--- src/hw/rtl/sit_pkg.sv ---
`timescale 1ns / 1ps
package sit_pkg;

    localparam int TIME_W       = 31;
    localparam int LEN_W        = 32;
    localparam int CNT_OUT_W    = 7;
    localparam int CAPACITY_DEF = 64;

    // cell operation codes
    localparam logic [1:0] PH_HOLD   = 2'd0;
    localparam logic [1:0] PH_MERGE  = 2'd1;
    localparam logic [1:0] PH_INSERT = 2'd2;
    localparam logic [1:0] PH_ROTATE = 2'd3;

    // register indexes
    localparam logic CFG_THRESHOLD = 1'b0;
    localparam logic CFG_SUM_MODE  = 1'b1;

    typedef struct packed {
        logic [TIME_W-1:0] lo;
        logic [TIME_W-1:0] hi;
    } entry_t;

    typedef struct packed {
        logic [1:0]        phase;
        logic              second;   // another overlapping entry follows the first
        logic [TIME_W-1:0] s;
        logic [TIME_W-1:0] e;
    } cell_ctrl_t;

endpackage

--- src/hw/rtl/sit_cell.sv ---
`timescale 1ns / 1ps
// One table slot. Compares its entry against the new interval and moves
// data from a neighbor as the shared command says.
module sit_cell
(
    input  logic                clk,
    input  sit_pkg::cell_ctrl_t ctrl,
    input  logic                valid,
    input  sit_pkg::entry_t     left,
    input  sit_pkg::entry_t     right,
    input  logic                left_nb,
    input  logic                left_ov,
    output logic                below,
    output logic                ov,
    output sit_pkg::entry_t     q
);

    sit_pkg::entry_t q_reg;
    sit_pkg::entry_t q_next;
    logic            first_ov;

    assign below    = valid && (q_reg.hi < ctrl.s);
    assign ov       = valid && (q_reg.lo <= ctrl.e) && (q_reg.hi >= ctrl.s);
    assign first_ov = ov && !left_ov;
    assign q        = q_reg;

    always_comb
    begin
        q_next = q_reg;
        case (ctrl.phase)
            sit_pkg::PH_MERGE:
            begin
                if (first_ov)
                begin
                    if (ctrl.second)
                        q_next.hi = right.hi;
                    else
                    begin
                        q_next.lo = (ctrl.s < q_reg.lo) ? ctrl.s : q_reg.lo;
                        q_next.hi = (ctrl.e > q_reg.hi) ? ctrl.e : q_reg.hi;
                    end
                end
                else if (left_nb && ctrl.second)
                    q_next = right;
            end
            sit_pkg::PH_INSERT:
            begin
                if (left_nb)
                    q_next = left;
                else if (!below)
                begin
                    q_next.lo = ctrl.s;
                    q_next.hi = ctrl.e;
                end
            end
            sit_pkg::PH_ROTATE:
                q_next = right;
            default:
                q_next = q_reg;
        endcase
    end

    always_ff @(posedge clk)
    begin
        q_reg <= q_next;
    end

endmodule

--- config.mk ---
export PLATFORM = sky130hd
export DESIGN_NAME = sit_cell
export DESIGN_NICKNAME = d
export VERILOG_FILES = /design/src/hw/rtl/sit_pkg.sv /design/src/hw/rtl/sit_cell.sv
export SDC_FILE = /design/constraint.sdc
export NUM_CORES = 1
export LEC_CHECK = 0
export ABC_AREA = 0
export ABC_CLOCK_PERIOD_IN_PS = 7700
export BUFFER_PORTS_ARGS = -buffer_cell sky130_fd_sc_hd__buf_2
export CORE_MARGIN = 10
export CORE_UTILIZATION = 30
export CTS_BUF_LIST = sky130_fd_sc_hd__clkbuf_4 sky130_fd_sc_hd__clkbuf_8 sky130_fd_sc_hd__clkbuf_16
export CTS_CLUSTER_DIAMETER = 120
export DETAILED_ROUTE_END_ITERATION = 7
export SYNTH_ARGS = -nofsm -noshare
export SYNTH_HDL_FRONTEND = slang
export SYNTH_SLANG_ARGS = --single-unit
--- constraint.sdc ---
create_clock -name clk -period 7.7 [get_ports clk]
set_input_delay 1.54 -clock clk [delete_from_list [all_inputs] [get_ports clk]]
set_output_delay 1.54 -clock clk [all_outputs]
set_load 0.02 [all_outputs]
==> results of run 1 <==
==> per-layer routing <==
metal | part of all wire | up-vias | track usage
li1 | - | 3760 | -
met1 | 0.46 | 3486 | 0.225
met2 | 0.47 | 252 | 0.293
met3 | 0.064 | 19 | 0.0410
met4 | 0.0084 | 4 | 0.0344
met5 | 0.00092 | - | 0
==> power breakdown <==
part           leakage, nW  internal [mW]  switching, mW
logic                 4.39          0.220          0.334
clock network        0.133          0.248          0.165
registers            0.608          0.425         0.0382
==> worst max-delay path, delay by kind of cell <==
kind	cells	cell delay [ps]
AO/OA/AOI/OAI	5	1490
buffers and inverters	4	500
adder cells (fa/ha/maj)	1	330
==> kinds of logic after synthesis <==
| group | Yosys count | synth area share |
|---|---|---|
| buffers and inverters | 172 | 0.0886 |
| AO/OA/AOI/OAI | 236 | 0.176 |
| flip-flops | 62 | 0.244 |
| AND/OR/NAND/NOR | 202 | 0.126 |
| multiplexers | 124 | 0.163 |
| adder cells (fa/ha/maj) | 123 | 0.202 |
==> cell type report <==
cell class / count / area (um2) / area share
Tap cell: 330 / 413 / 0.0434
Clock inverter: 7 / 65.1 / 0.00685
Antenna cell: 1 / 2.50 / 0.000263
Clock buffer: 9 / 225 / 0.0237
Multi-Input combinational cell: 685 / 5120 / 0.539
Sequential cell: 62 / 1860 / 0.196
Inverter: 126 / 473 / 0.0498
Timing Repair Buffer: 263 / 1340 / 0.141
==> cell usage after synthesis (11+ instances only) <==
| cell | instances |
|---|---|
| sky130_fd_sc_hd__o21ai_0 | 112 |
| sky130_fd_sc_hd__inv_1 | 126 |
| sky130_fd_sc_hd__mux2i_1 | 124 |
| sky130_fd_sc_hd__edfxtp_1 | 62 |
| sky130_fd_sc_hd__ha_1 | 123 |
| sky130_fd_sc_hd__nor3_1 | 33 |
| sky130_fd_sc_hd__nand2_1 | 98 |
| sky130_fd_sc_hd__a21o_1 | 28 |
| sky130_fd_sc_hd__nor2_1 | 11 |
| sky130_fd_sc_hd__nand4_1 | 24 |
| sky130_fd_sc_hd__clkbuf_1 | 36 |
| sky130_fd_sc_hd__a21oi_1 | 68 |
==> per-stage QoR <==
step                      utilization  instance area [um2]  hold slack, ps
after floorplan                     -                 7630            1370
after global placement          0.367                 9210            1440
after detailed placement        0.367                 9210            1460
after CTS                       0.378                 9500            1470
after global routing            0.378                 9500            1550
final                           0.379                 9500            1440
==> worst paths after layout <==
check,start,to,slack (ps)
setup / recovery,ctrl[2],ov,2300
hold / removal,q[19]$_DFFE_PP_,q[13]$_DFFE_PP_,1440
setup reg to reg,q[33]$_DFFE_PP_,q[48]$_DFFE_PP_,3300
hold reg to reg,q[19]$_DFFE_PP_,q[13]$_DFFE_PP_,1440
==> reports/metrics.csv, run 1 <==
metric;value;unit
instances_no_fill;1483;
dp_hpwl;23.8;mm
report.final.hold_viol_count;0;
cts_max_path_buffers;2;
maximum_number_of_pins_on_one_net_before_global_route_repair;59;
worst_ir_drop_vdd;0.103;mV
ys_async_sr_fraction;0;
clock_buffers_created_by_tritoncts;9;
post_cts_buffers;0;
antenna_left;0;
netlist.area_leader.share;0.244;
clock_slew_at_reported_path_ffs;60;ps
outcome;finished clean;
setup_viol;0;
cap_violations;0;
die_width;179;um
synth-seq-cells;62;
detail_route.vias_per_cell;5.07;
clock_tree.root_cell;sky130_fd_sc_hd__clkbuf_16;
worst_ep_arrival_time;3860;ps
placed_cells_incl_taps;1466;
final_period_minus_worst_setup_slack;5400;ps
core-area;25100;um2
final_cell_mix;253 x sky130_fd_sc_hd__buf_2, 126 x sky130_fd_sc_hd__inv_1, 124 x sky130_fd_sc_hd__mux2i_1;
detailedRoute.firstIterationViolations;479;
crit_type;in -> out;
wl_per_cell;19.7;um
p_per_area;150;nW/um2
routability_driven_placement_congestion_ratio;0.886;
critical_path.max_stage_delay;650;ps
grt_first_pass_wirelength;45.1;mm
slew_headroom;0.187;
antenna_violations_before_repair;3;
total_die_area;32200;um2
power_leakage;5.13;nW
post_synth_instance_area;7630;um2
synth_nets;1235;
dp_worst_setup_slack;2020;ps
synth_edf_count;62;
num_ports;257;
cts.sinks;62;
rows;58;
critPathMaxFanout;3;
reg2reg_depth;10;
cells_along_the_critical_path;buf_2 -> inv_1 -> ha_1 -> a21oi_1 -> a21oi_1 -> o31a_1 -> o41ai_1 -> o211ai_1 -> inv_1 -> buf_2;
synth-main-ff-cell;sky130_fd_sc_hd__edfxtp_1;
yosysTopAreaCell;sky130_fd_sc_hd__edfxtp_1;
p_total;1.43;mW
cts_resized;0;
hold-path-cell-count;5;
post-route-drc-count;0;
dieHeight;179;um
syn_area_per_cell;8.30;um2
synth_top_cells_by_area;sky130_fd_sc_hd__edfxtp_1 24%, sky130_fd_sc_hd__ha_1 20%, sky130_fd_sc_hd__mux2i_1 16%;
post_route_cells_drive_above_1_share;0.248;
post_layout_worst_setup_margin;2300;ps
synth.distinct_cells;46;
globalRoute.totalOverflow;0;
synthesis.yosys.warnings;0;
largest_register_ff_count;62;
detail_route.first_pass.iterations;5;
worst_clock_skew;9.38;ps
fin_nets;1463;
timing.setup.tns;0;ps
fillerInstances;2660;
grt_setup_unrepaired;false;
timing_worst_slew_pin_value;1220;ps
fmax;185;MHz
final_common_cell;sky130_fd_sc_hd__buf_2;
via_count;7521;
critPathRequiredTime;6160;ps
clk_latency;340;ps
seq_area_frac_synth;0.244;
slowest_stage;sky130_fd_sc_hd__o41ai_1;
wl;29.2;mm
initial_utilization;0.304;
synthCells;919;
start_kind;input port;
clock_tree_from_tritoncts;done;
timing.critical_path.to_type;output port;
areaGrowthSynthToFinish;24.6;%
timing.final.crit_share;0.701;
buffer_ports.inserted;256;
holdCritPathClass;reg -> reg;
timing.final.max_slew_violations;0;
grt_util_all_layers;0.175;
post_cts_hold_buffer_count;0;
via_count_of_the_first_global_routing_pass;7804;
cts_htree_levels;3;
(Power assumes the default switching activity.)
==> run 2: changes to the inputs <==
Settings changed: ABC_CLOCK_PERIOD_IN_PS 7700 to 4700.
Clock period 7.7 ns to 4.7 ns, I/O delays scaled along.
==> run 2 against run 1 <==
Effect of this change:
- sequential power increased by 64%
- sequential share of layout area decreased by 0.18 points
- first-iteration DRC count decreased by 4.8%
- largest cell class unchanged
==> reports/metrics.csv, run 2 (same netlist as run 1, synthesis figures left out) <==
metric;value;unit
outcome;finished clean;
cts_resized;0;
final_period_minus_worst_setup_slack;4180;ps
die_width;179;um
slew_headroom;0.338;
power.net_switching;866;uW
timing.final.max_slew_violations;0;
via_count_of_the_first_global_routing_pass;7918;
holdWs;971;ps
post_cts_hold_buffer_count;0;
post_cts_buffers;0;
category_of_cells_accounting_for_the_largest_share_of_critical_path_delay;compound AO/OA/AOI/OAI gates;
buffer_ports.inserted;256;
cts.sinks;62;
initial_utilization;0.304;
total_die_area;32200;um2
final_common_cell;sky130_fd_sc_hd__buf_2;
internal_power;1.53;mW
largest_register_ff_count;62;
routability_driven_placement_congestion_ratio;0.834;
clk_latency;350;ps
timing_worst_slew_pin_value;990;ps
dieHeight;179;um
clock_tree.root_cell;sky130_fd_sc_hd__clkbuf_16;
cap_violations;0;
antenna_violations_before_repair;5;
slowest_stage;sky130_fd_sc_hd__a211oi_4;
grt_util_all_layers;0.174;
via_count;7544;
start_kind;input port;
worst_ir_drop_vdd;0.137;mV
num_ports;257;
critPathRequiredTime;4740;ps
cts_max_path_buffers;2;
post-route-drc-count;0;
clockPowerShare;0.304;
final_cell_mix;253 x sky130_fd_sc_hd__buf_2, 126 x sky130_fd_sc_hd__inv_1, 124 x sky130_fd_sc_hd__mux2i_1;
setup_viol;0;
detailedRoute.firstIterationViolations;456;
globalRoute.totalOverflow;0;
clock_tree_from_tritoncts;done;
worst_ep_arrival_time;4220;ps
detail_route.first_pass.iterations;5;
core-area;25100;um2
dp_worst_setup_slack;167;ps
report.final.hold_viol_count;0;
power_switching_share;0.361;
share_comb_of_total_power;0.380;
wl_per_cell;19.8;um
worst_clock_skew;11.5;ps
clock_buffers_created_by_tritoncts;9;
worstPathBufferInverterCount;4;
post_route_cells_drive_above_1_share;0.252;
critical_path.most_common_cell;sky130_fd_sc_hd__inv_1;
crit_type;in -> reg;
p_per_area;250;nW/um2
wl;29.4;mm
timing.critical_path.to_type;flip-flop;
post_layout_worst_setup_margin;516;ps
clock_slew_at_reported_path_ffs;60;ps
dp_hpwl;23.8;mm
rows;58;
holdCritPathClass;in -> reg;
timing.final.crit_share;0.890;
fmax;239;MHz
power_leakage;5.19;nW
areaGrowthSynthToFinish;25.8;%
maximum_number_of_pins_on_one_net_before_global_route_repair;64;
cells_along_the_critical_path;buf_2 -> inv_1 -> ha_1 -> nand4_1 -> a21oi_1 -> o31a_1 -> o41ai_1 -> o211ai_1 -> inv_1 -> nand2b_2 -> a211oi_4 -> buf_12;
fin_nets;1468;
cts_htree_levels;3;
grt_setup_unrepaired;false;
critPathMaxFanout;18;
grt_first_pass_wirelength;45.0;mm
critical_path.max_stage_delay;870;ps
antenna_left;0;
detail_route.vias_per_cell;5.07;
pwr-share-seq;0.316;
## run 2: changes by cell type in the layout (fill, tap and decap cells not counted)
cell	change
sky130_fd_sc_hd__buf_12	+2
sky130_fd_sc_hd__buf_4	+3
sky130_fd_sc_hd__bufinv_16	+1
sky130_fd_sc_hd__clkbuf_4	+2
sky130_fd_sc_hd__clkinv_1	-1
sky130_fd_sc_hd__clkinv_2	+1
sky130_fd_sc_hd__clkinvlp_4	-3
sky130_fd_sc_hd__diode_2	+1
## run 2: area by class of cell
cell class	count	area, um2
fill	2679	15500
multi-input combinational	685	5120
sequential	62	1860
timing repair buffer	268	1400
inverter	126	473
tap	330	413
clock buffer	11	240
clock inverter	5	73.8
antenna	2	5.00
## run 2: metal layers
metal,GRT usage,wire length [um]
met3,0.0468,1870
met2,0.291,13700
met5,0,45
met1,0.219,13400
met4,0.0417,428
## run 2: power by group through the flow
stage	clock, mW	combinational [mW]	sequential, mW
floorplan	0	0.486	0.822
global placement	0	0.901	0.770
detailed placement	0	0.914	0.769
CTS	0.752	0.919	0.759
global route	0.770	1.03	0.766
finish	0.730	0.912	0.758
## run 2: worst min-delay path: cells and delay by family
family                 cells  cell delay (ps)
AO/OA/AOI/OAI              2              170
buffers and inverters      1               90
## run 2: worst paths after layout
| check | startpoint | endpoint | slack (ps) | cells after the start |
|---|---|---|---|---|
| worst max-delay path | ctrl[4] | q[43]$_DFFE_PP_ | 520 | 12 |
| worst min-delay path | right[55] | q[55]$_DFFE_PP_ | 970 | 3 |
| worst max register to register | q[33]$_DFFE_PP_ | q[43]$_DFFE_PP_ | 830 | 10 |
| worst min register to register | q[60]$_DFFE_PP_ | q[56]$_DFFE_PP_ | 1510 | 5 |
## run 2: metrics by stage
step	total power, mW	util	TNS [ps]	cells	area (um2)
2_1_floorplan	1.31	-	-76.7	919	7640
3_3_place_gp	1.67	0.369	0	1471	9270
3_5_place_dp	1.68	0.369	0	1471	9270
4_1_cts	2.43	0.382	0	1487	9590
5_1_grt	2.56	0.382	0	1488	9590
6_report	2.40	0.382	0	1489	9590
